$ cat config.mk
export PLATFORM = sky130hd
export DESIGN_NAME = gsrt_ctrl
export DESIGN_NICKNAME = d
export VERILOG_FILES = /design/src/rtl/core/gsrt_pkg.sv /design/src/rtl/core/gsrt_ctrl.sv
export SDC_FILE = /design/constraint.sdc
export NUM_CORES = 1
export LEC_CHECK = 0
export ABC_CLOCK_PERIOD_IN_PS = 2400
export BUFFER_PORTS_ARGS = -buffer_cell sky130_fd_sc_hd__buf_2
export CAP_MARGIN = 25
export CORE_UTILIZATION = 51
export CTS_BUF_LIST = sky130_fd_sc_hd__clkbuf_8
export DETAILED_ROUTE_END_ITERATION = 12
export HOLD_SLACK_MARGIN = 0.08
export PLACE_DENSITY_LB_ADDON = 0.15
export SYNTH_ARGS = -nofsm -noshare
export SYNTH_HDL_FRONTEND = slang
export SYNTH_SLANG_ARGS = --single-unit
$ cat constraint.sdc
create_clock -name clock -period 2.4 [get_ports clock]
set_input_delay 0.72 -clock clock [delete_from_list [all_inputs] [get_ports clock]]
set_output_delay 0.72 -clock clock [all_outputs]
set_load 0.1 [all_outputs]
$ cat src/rtl/core/gsrt_pkg.sv
// shared types, constants and codes of the gate slot reservation table
`timescale 1ns / 1ps
package gsrt_pkg;

   localparam int GATES_DEFAULT = 8;
   localparam int SLOTS_DEFAULT = 48;
   localparam logic [3:0] GATES_RESET = 4'd8;
   localparam logic [7:0] NODE_RESET  = 8'd0;
   localparam int ENTRY_W = 29;

   // actions
   localparam logic [1:0] ACT_RESERVE = 2'd0;
   localparam logic [1:0] ACT_LOOKUP  = 2'd1;
   localparam logic [1:0] ACT_STATUS  = 2'd2;
   localparam logic [1:0] ACT_NONE    = 2'd3;

   // result status codes
   localparam logic [2:0] ST_OK        = 3'd0;
   localparam logic [2:0] ST_MISS      = 3'd1;
   localparam logic [2:0] ST_WRONG_NODE = 3'd2;
   localparam logic [2:0] ST_BAD_START = 3'd3;
   localparam logic [2:0] ST_BAD_SPAN  = 3'd4;
   localparam logic [2:0] ST_BAD_GATE  = 3'd5;

   // register indexes
   localparam logic REG_GATES = 1'b0;
   localparam logic REG_NODE  = 1'b1;

   typedef enum logic [3:0] {
      DP_NOP, DP_CLEAR, DP_LOAD, DP_GATE_FIRST, DP_RES_START, DP_NEXT_GATE, DP_RD,
      DP_RES_SKIP, DP_INC, DP_RES_FOUND, DP_RES_WRITE, DP_LK_START, DP_LK_JUMP,
      DP_ST_START
   } dp_op_type;

   typedef enum logic [2:0] {
      EM_NONE, EM_ERR, EM_RES_OK, EM_LK_OK, EM_SLOT
   } emit_type;

   typedef struct packed {
      dp_op_type  op;
      emit_type   emit;
      logic [2:0] code;
   } cmd_type;

   typedef struct packed {
      logic       clr_last;
      logic [1:0] action;
      logic [2:0] err_code;
      logic       gate_end;
      logic       slot_end;
      logic       occ;
      logic       own_match;
      logic       slack_end;
      logic       run_done;
      logic       wr_done;
      logic       out_free;
   } sts_type;

endpackage

$ cat src/rtl/core/gsrt_ctrl.sv
// controller state machine of the gate slot reservation table
`timescale 1ns / 1ps
module gsrt_ctrl (
   input  logic             clock,
   input  logic             reset,
   input  logic             req_valid,
   output logic             req_ready,
   input  gsrt_pkg::sts_type sts,
   output gsrt_pkg::cmd_type cmd
);
   import gsrt_pkg::*;

   typedef enum logic [13:0] {
      S_CLEAR   = 14'b00000000000001,
      S_IDLE    = 14'b00000000000010,
      S_CHECK   = 14'b00000000000100,
      S_RES_GATE = 14'b00000000001000,
      S_RES_RD  = 14'b00000000010000,
      S_RES_EV  = 14'b00000000100000,
      S_RES_WR  = 14'b00000001000000,
      S_LK_GATE = 14'b00000010000000,
      S_LK_RD   = 14'b00000100000000,
      S_LK_EV   = 14'b00001000000000,
      S_ST_RD   = 14'b00010000000000,
      S_ST_EV   = 14'b00100000000000,
      S_ERR     = 14'b01000000000000,
      S_MISS    = 14'b10000000000000
   } state_type;

   state_type state_ff, state_in;

   assign req_ready = (state_ff == S_IDLE);

   always_comb begin
      state_in = state_ff;
      cmd.op   = DP_NOP;
      cmd.emit = EM_NONE;
      cmd.code = ST_OK;
      case (state_ff)
         S_CLEAR: begin
            cmd.op = DP_CLEAR;
            if (sts.clr_last) state_in = S_IDLE;
         end
         S_IDLE: begin
            if (req_valid) begin
               cmd.op   = DP_LOAD;
               state_in = S_CHECK;
            end
         end
         S_CHECK: begin
            if (sts.action == ACT_NONE) begin
               state_in = S_IDLE;
            end else if (sts.err_code != ST_OK) begin
               state_in = S_ERR;
            end else if (sts.action == ACT_RESERVE) begin
               cmd.op   = DP_GATE_FIRST;
               state_in = S_RES_GATE;
            end else if (sts.action == ACT_LOOKUP) begin
               cmd.op   = DP_GATE_FIRST;
               state_in = S_LK_GATE;
            end else begin
               cmd.op   = DP_ST_START;
               state_in = S_ST_RD;
            end
         end
         S_RES_GATE: begin
            if (sts.gate_end) begin
               state_in = S_MISS;
            end else begin
               cmd.op   = DP_RES_START;
               state_in = S_RES_RD;
            end
         end
         S_RES_RD: begin
            if (sts.slot_end) begin
               cmd.op   = DP_NEXT_GATE;
               state_in = S_RES_GATE;
            end else begin
               cmd.op   = DP_RD;
               state_in = S_RES_EV;
            end
         end
         S_RES_EV: begin
            if (sts.occ) begin
               if (sts.slack_end) begin
                  cmd.op   = DP_NEXT_GATE;
                  state_in = S_RES_GATE;
               end else begin
                  cmd.op   = DP_RES_SKIP;
                  state_in = S_RES_RD;
               end
            end else if (sts.run_done) begin
               cmd.op   = DP_RES_FOUND;
               state_in = S_RES_WR;
            end else begin
               cmd.op   = DP_INC;
               state_in = S_RES_RD;
            end
         end
         S_RES_WR: begin
            if (!sts.wr_done) begin
               cmd.op = DP_RES_WRITE;
            end else if (sts.out_free) begin
               cmd.op   = DP_RES_WRITE;
               cmd.emit = EM_RES_OK;
               state_in = S_IDLE;
            end
         end
         S_LK_GATE: begin
            if (sts.gate_end) begin
               state_in = S_MISS;
            end else begin
               cmd.op   = DP_LK_START;
               state_in = S_LK_RD;
            end
         end
         S_LK_RD: begin
            if (sts.slot_end) begin
               cmd.op   = DP_NEXT_GATE;
               state_in = S_LK_GATE;
            end else begin
               cmd.op   = DP_RD;
               state_in = S_LK_EV;
            end
         end
         S_LK_EV: begin
            if (!sts.occ) begin
               cmd.op   = DP_INC;
               state_in = S_LK_RD;
            end else if (sts.own_match) begin
               if (sts.out_free) begin
                  cmd.emit = EM_LK_OK;
                  state_in = S_IDLE;
               end
            end else begin
               cmd.op   = DP_LK_JUMP;
               state_in = S_LK_RD;
            end
         end
         S_ST_RD: begin
            cmd.op   = DP_RD;
            state_in = S_ST_EV;
         end
         S_ST_EV: begin
            if (sts.out_free) begin
               cmd.op   = DP_INC;
               cmd.emit = EM_SLOT;
               state_in = sts.wr_done ? S_IDLE : S_ST_RD;
            end
         end
         S_ERR: begin
            if (sts.out_free) begin
               cmd.emit = EM_ERR;
               cmd.code = sts.err_code;
               state_in = S_IDLE;
            end
         end
         S_MISS: begin
            if (sts.out_free) begin
               cmd.emit = EM_ERR;
               cmd.code = ST_MISS;
               state_in = S_IDLE;
            end
         end
         default: state_in = S_IDLE;
      endcase
   end

   always_ff @(posedge clock) begin
      if (reset) state_ff <= S_CLEAR;
      else       state_ff <= state_in;
   end

endmodule

==> impl_metrics.csv, run 1 <==
group,metric,value,unit
die,ios,28,
die,rows,17,
die,die_x,52.2,um
yosys,yosysTopAreaCellShare,0.218,
yosys,synth.most_common_cell,"nor2_1",
yosys,ys_types,48,
yosys,synth_ff_type,"dfxtp_1",
yosys,synth.area.top_cells,"dfxtp_1, nor2_1, nand3_1, nor3_1, nor3b_1",
placed_design,portBuffers,27,
yosys,syn_inst,176,
yosys,synth_common_cells,"nor2_1, dfxtp_1, nand3_1",
outcome,status,"stopped before the end",
clock_tree,cts-buffers-inserted,3,
clock_tree,clockBufferDepth,2,
yosys,synth-async-reset-ratio,0,
outcome,failing_step,"clock tree synthesis (4_1_cts)",
clock_tree,cts-htree-levels,1,
yosys,synth_edf_count,0,
outcome,error,"[ERROR DPL-0038] Utilization greater than 100%, impossible to legalize",
yosys,synth_top_area_cell,"dfxtp_1",
clock_tree,ctsRootBufferMaster,"clkbuf_8",
yosys,yosys_warnings,0,
clock_tree,cts_setup_buffers,5,
die,start_util,0.560,
clock_tree,cts_resized,33,
placed_design,place_congestion,1.07,
die,die_height,52.2,um
yosys,synth_area,0.00129,mm2
placed_design,dpl.cell_count,280,
clock_tree,ctsHoldBuffers,0,
clock_tree,cts.sinks,14,
yosys,synth.net_count,193,
yosys,yosysSeqAreaShare,0.218,
yosys,ys_ff_latch,14,
placed_design,dp_hpwl,4430,um
yosys,avgSynthCellArea,7.31,um2
[cells by family after synthesis]
group / after synthesis / synth area share
and+or+nand+nor: 109 / 0.522
buffers and inverters: 16 / 0.0506
muxes: 1 / 0.00875
AOI/OAI and AO/OA: 32 / 0.173
xor gates and xnor gates: 4 / 0.0272
DFF: 14 / 0.218
[through the flow]
stage	utilization	cell area (um2)	TNS, ns	setup slack (ns)
2_1_floorplan	-	1370	-3.71	-0.791
3_3_place_gp	0.912	2100	-2.24	-0.472
3_5_place_dp	0.912	2100	-2.80	-0.486
==> inputs of run 2 (changes only) <==
ABC_CLOCK_PERIOD_IN_PS = 3120   (was 2400)
CORE_AREA = 2 2 63 65   (was unset)
CORE_UTILIZATION = unset   (was 51)
CTS_BUF_LIST = unset   (was sky130_fd_sc_hd__clkbuf_8)
DIE_AREA = 0 0 65 67   (was unset)
HOLD_SLACK_MARGIN = unset   (was 0.08)
clock period = 3.12 ns   (was 2.4 ns; I/O delays follow)
==> impl_metrics.csv, run 2 <==
group,metric,value,unit
yosys,synth_edf_count,0,
worst_setup_path,crit_type,"flip-flop to output pin",
yosys,ys_ff_latch,14,
grt,globalRoute.totalOverflow,0,
drt,drtIter0Drc,117,
layout,area_growth,65.1,%
grt,grt_pass1_wl,7940,um
sta,drv_slew,0,
layout,final_cell_mix,"buf_4, nor2_1, buf_2",
placed_design,dp_hpwl,3780,um
grt,grt_util_met3,0.0524,
grt,grt.busiest_layer,"met2",
pwr,p_leak,0.000860,uW
sta,finClkSkew,0.00354,ns
layout,design_area,0.00212,mm2
worst_setup_path,cp-start-kind,"flip-flop",
yosys,synth.most_common_cell,"nor2_1",
worst_setup_path,arrival,2.38,ns
layout,largest-register,"state_ff",
layout,largest_reg_flops,14,
die,ios,28,
grt,met1_usage,0.306,
sta,fin_setup_tns,-0.467,ns
sta,layout_worst_path_cycle_share,1.06,
layout,nNetsFinal,253,
yosys,synth_area,0.00129,mm2
sta,fmax,0.302,GHz
pwr,pwr_density_cell,233,mW/mm2
clock_tree,cts-htree-levels,1,
worst_setup_path,cp_max_fo,3,
layout,antenna_cells,0,
die,coreArea,0.00361,mm2
drt,dr_total_vias,1645,
yosys,yosys_warnings,0,
grt,grtUsageTotal,0.242,
yosys,syn_inst,176,
grt,grt_max_degree,13,
grt,grt_pass1_vias,1554,
drt,drc,0,
sta,finalSetupViolations,5,
yosys,yosysSeqAreaShare,0.218,
grt,antenna_found_initial,0,
die,die_height,67,um
pwr,peakVddDrop,0.188,mV
sta,setup_ws,-0.193,ns
yosys,synth_ff_type,"dfxtp_1",
worst_setup_path,endpoint_kind,"output pin",
worst_setup_path,reg2reg_slack,0.76,ns
outcome,violations,"negative setup slack",
yosys,synth_common_cells,"nor2_1, dfxtp_1, nand3_1",
clock_tree,cts_tree,"yes",
yosys,synth.net_count,193,
layout,top_regs,"state_ff (14)",
yosys,synth_top_area_cell,"dfxtp_1",
sta,rsz0062_at_grt,"yes",
clock_tree,ctsRootBufferMaster,"clkbuf_8",
layout,final_cells,283,
worst_hold_path,min_path_type,"flip-flop to flip-flop",
sta,layout_min_cycle_time,3.31,ns
layout,final_common_cell,"buf_4",
die,die_x,65,um
drt,routed_wl,4940,um
die,start_util,0.357,
clock_tree,cts-buffers-inserted,3,
grt,met2_usage,0.430,
yosys,synth.area.top_cells,"dfxtp_1, nor2_1, nand3_1, nor3_1, nor3b_1",
yosys,yosysTopAreaCellShare,0.218,
placed_design,dpl.cell_count,271,
yosys,synth-async-reset-ratio,0,
placed_design,place_congestion,0.906,
sta,slew_headroom,0.605,
drt,ant_nets,0,
die,rows,22,
layout,utilization,0.589,
layout,drive_gt1_frac,0.472,
sta,tightestPinTransition,0.587,ns
drt,drtPass1Iterations,4,
placed_design,portBuffers,27,
clock_tree,ctsHoldBuffers,0,
clock_tree,clk_pin_slew_worst_paths,0.06,ns
drt,routedWlPerCell,17.5,um
pwr,p_total,495,uW
yosys,ys_types,48,
die,die_area,0.00436,mm2
layout,fill_cells,335,
yosys,avgSynthCellArea,7.31,um2
flow_run,max_cap_viol_count,0,
clock_tree,insertion_delay,0.25,ns
clock_tree,clockBufferDepth,2,
sta,hold_violations,0,
worst_setup_path,worstPathRequired,2.18,ns
placed_design,place_area,0.00188,mm2
outcome,status,"complete, but fails checks",
clock_tree,cts.sinks,14,
drt,viasPerCell,5.81,
==> run 2: cell type report <==
class | instances | area [um2] | share of cell area
Clock buffer | 4 | 55.1 | 0.0259
Inverter | 5 | 18.8 | 0.00884
Multi-Input combinational cell | 146 | 1080 | 0.509
Sequential cell | 14 | 297 | 0.140
Tap cell | 48 | 60.1 | 0.0283
Timing Repair Buffer | 66 | 613 | 0.289
==> run 2: cell families (layout without fill, tap and decap cells) <==
family          Yosys count  count (layout)  synth area share
simple gates            109             109             0.522
compound gates           32              32             0.173
buf+inv                  16              75            0.0506
flops                    14              14             0.218
xor+xnor                  4               4            0.0272
mux                       1               1           0.00875
==> run 2: worst max-delay path, stage by stage (launching register included) <==
cell	delay, ns
dfxtp_2	0.34
or4b_4	0.53
or4_4	0.47
or4_4	0.43
nand4_1	0.16
buf_12	0.19
==> run 2: final timing paths <==
check,from,endpoint,depth (start not counted)
min,state_ff[9],state_ff[9],1
max reg2reg,state_ff[9],state_ff[6],6
min reg2reg,state_ff[9],state_ff[9],1
max,state_ff[0],cmd[9],5
==> run 2: what timing repair did <==
item | CTS | global route
resized for setup | 17 | 17
pin swaps | 6 | 10
setup endpoints to repair | 9 | 10
setup buffers | 6 | 2
==> run 2: metrics by stage <==
step | worst slack, ns | hold slack, ns
after global placement | -0.196 | 0.535
after global routing | -0.244 | 0.546
after CTS | -0.198 | 0.529
after floorplan | -0.417 | 0.596
final | -0.193 | 0.539
after detailed placement | -0.214 | 0.529
==> run 2: per-layer routing <==
metal	vias up	wire length [um]
met5	-	0
li1	790	-
met4	0	14
met3	2	443
met2	69	2450
met1	784	2040
==> run 2: power breakdown <==
part / internal, uW / leakage, uW / total (uW) / switching (uW)
combinational: 51.5 / 0.000714 / 126 / 74.9
clock: 112 / 0.0000288 / 185 / 73.3
sequential: 180 / 0.000118 / 183 / 3.19
(Power assumes the default switching activity.)
==> inputs of run 3 (changes only) <==
ABC_AREA = 1   (was unset)
==> impl_metrics.csv, run 3 <==
group,metric,value,unit
pwr,p_total,440,uW
layout,antenna_cells,0,
grt,antenna_found_initial,0,
die,die_area,0.00436,mm2
worst_setup_path,crit_top_cell,"nor3_1",
yosys,ys_types,29,
layout,design_area,0.00163,mm2
clock_tree,cts_resized,0,
worst_setup_path,max_stage_delay,0.32,ns
sta,fmax,0.332,GHz
placed_design,dp_hpwl,3100,um
sta,hold_violations,0,
layout,final_cell_mix,"nand2_1, inv_1, nor2_1",
clock_tree,clockBufferDepth,2,
layout,nNetsFinal,255,
clock_tree,cts-htree-levels,1,
grt,grt_max_degree,13,
worst_setup_path,cp_max_fo,3,
worst_setup_path,ff2ff_path_depth,9,
clock_tree,cts_setup_buffers,0,
sta,drv_slew,0,
clock_tree,ctsHoldBuffers,0,
drt,drtPass1Iterations,4,
clock_tree,cts.sinks,14,
die,die_x,65,um
sta,slew_headroom,0.675,
layout,drive_gt1_frac,0.314,
die,start_util,0.350,
layout,largest-register,"state_ff",
placed_design,place_area,0.00159,mm2
yosys,synth_top_area_cell,"dfxtp_1",
worst_setup_path,reg2reg_slack,1.31,ns
yosys,avgSynthCellArea,6.12,um2
layout,final_common_cell,"nand2_1",
worst_setup_path,cp-start-kind,"primary input",
yosys,yosys_warnings,0,
layout,seqCellArea,280,um2
grt,grtUsageTotal,0.181,
yosys,ys_ff_latch,14,
outcome,status,"finished clean",
layout,utilization,0.452,
layout,largest_reg_flops,14,
placed_design,place_congestion,0.865,
yosys,yosysTopAreaCellShare,0.222,
clock_tree,ctsRootBufferMaster,"clkbuf_8",
layout,fill_cells,389,
sta,tightestPinTransition,0.491,ns
yosys,synth.area.top_cells,"dfxtp_1, nand2_1, inv_1, nand3_1, nor2_1",
clock_tree,cts_tree,"yes",
flow_run,max_cap_viol_count,0,
worst_setup_path,r2r_start,"state_ff[8]",
worst_setup_path,path_depth,7,
yosys,synth_edf_count,0,
yosys,synth_common_cells,"nand2_1, inv_1, nor2_1",
layout,multi_input_area,846,um2
sta,timing.hold.ws,0.517,ns
worst_setup_path,endpoint_kind,"output pin",
pwr,p_leak,0.000795,uW
drt,dr_total_vias,1377,
yosys,synth_ff_type,"dfxtp_1",
placed_design,portBuffers,27,
worst_setup_path,crit_chain,"buf_2 > nor3_1 > inv_1 > nor3_2 > nor3_1 > nand3_2 > buf_12",
yosys,synth-async-reset-ratio,0,
layout,top_regs,"state_ff (14)",
yosys,yosysSeqAreaShare,0.222,
worst_hold_path,min_path_type,"flip-flop to flip-flop",
worst_setup_path,crit_end,"cmd[7]",
grt,grt_pass1_vias,1238,
worst_setup_path,arrival,2.07,ns
drt,ant_nets,0,
sta,finClkSkew,0.00369,ns
drt,routed_wl,3690,um
sta,layout_min_cycle_time,3.01,ns
yosys,syn_inst,206,
yosys,synth.net_count,223,
worst_setup_path,crit_type,"primary input to output pin",
drt,drc,0,
pwr,peakVddDrop,0.153,mV
clock_tree,insertion_delay,0.25,ns
layout,area_growth,29.3,%
die,die_height,67,um
die,rows,22,
drt,routedWlPerCell,13.0,um
worst_setup_path,worstPathRequired,2.18,ns
pwr,pwr_density_cell,270,mW/mm2
worst_setup_path,cp-startpoint,"sts[8]",
clock_tree,cts-buffers-inserted,3,
worst_setup_path,crit_slowest_cell,"nor3_1",
worst_setup_path,r2r_end,"state_ff[1]",
sta,finalSetupViolations,0,
die,coreArea,0.00361,mm2
clock_tree,clk_pin_slew_worst_paths,0.06,ns
drt,drtIter0Drc,57,
sta,layout_worst_path_cycle_share,0.965,
worst_setup_path,critPathTopFamily,"simple AND/OR/NAND/NOR gates",
die,ios,28,
sta,rsz0062_at_grt,"no",
yosys,synth_area,0.00126,mm2
worst_setup_path,critical_path_buf_inv_count,3,
grt,grt_pass1_wl,5930,um
drt,viasPerCell,4.85,
yosys,synth.most_common_cell,"nand2_1",
grt,globalRoute.totalOverflow,0,
[run 3: per-layer routing]
layer | wire (um) | up-vias | global-route usage
li1 | - | 722 | -
met1 | 1810 | 610 | 0.245
met2 | 1670 | 43 | 0.303
met3 | 175 | 2 | 0.0236
met4 | 27 | 0 | 0.0479
met5 | 0 | - | 0
[run 3: worst min path at each step]
| stage | from | endpoint | cells past startpoint |
|---|---|---|---|
| 2_1_floorplan | state_ff[13] | state_ff[13] | 2 |
| 3_3_place_gp | state_ff[13] | state_ff[13] | 2 |
| 3_5_place_dp | state_ff[13] | state_ff[13] | 2 |
| 4_1_cts | state_ff[13] | state_ff[13] | 2 |
| 5_1_grt | state_ff[13] | state_ff[13] | 2 |
| 6_report | state_ff[13] | state_ff[13] | 2 |
[run 3: per-stage QoR]
| stage | cells | setup slack [ns] | setup TNS (ns) |
|---|---|---|---|
| CTS | 284 | 0.125 | 0 |
| global placement | 281 | 0.167 | 0 |
| global route | 284 | 0.0253 | 0 |
| finish | 284 | 0.109 | 0 |
| detailed placement | 281 | 0.131 | 0 |
| floorplan | 206 | -0.237 | -0.237 |
[run 3: layout make-up]
| class | instances | share of cell area |
|---|---|---|
| clock buffer | 3 | 0.0253 |
| inverter | 39 | 0.0906 |
| multi-input combinational | 151 | 0.519 |
| sequential | 14 | 0.172 |
| tap | 48 | 0.0368 |
| timing repair buffer | 29 | 0.157 |
[run 3: cell families (layout without fill, tap and decap cells)]
kind of cell	Yosys count	in the layout	synth area share
DFF	14	14	0.222
and+or+nand+nor	128	128	0.541
buffers and inverters	41	71	0.129
AOI/OAI and AO/OA	23	23	0.108
[run 3: report_power, final]
| part | total [uW] | internal [uW] | switching (uW) |
|---|---|---|---|
| clock network | 152 | 85.5 | 66.5 |
| logic | 103 | 33.0 | 69.5 |
| registers | 185 | 182 | 3.55 |
| total | 440 | 300 | 140 |
[run 3: worst register-to-register path, delay by kind of cell (launching register included)]
kind	cells	cell delay, ns
compound gates	2	0.34
simple gates	6	0.88
buf+inv	1	0.19
flops	1	0.34
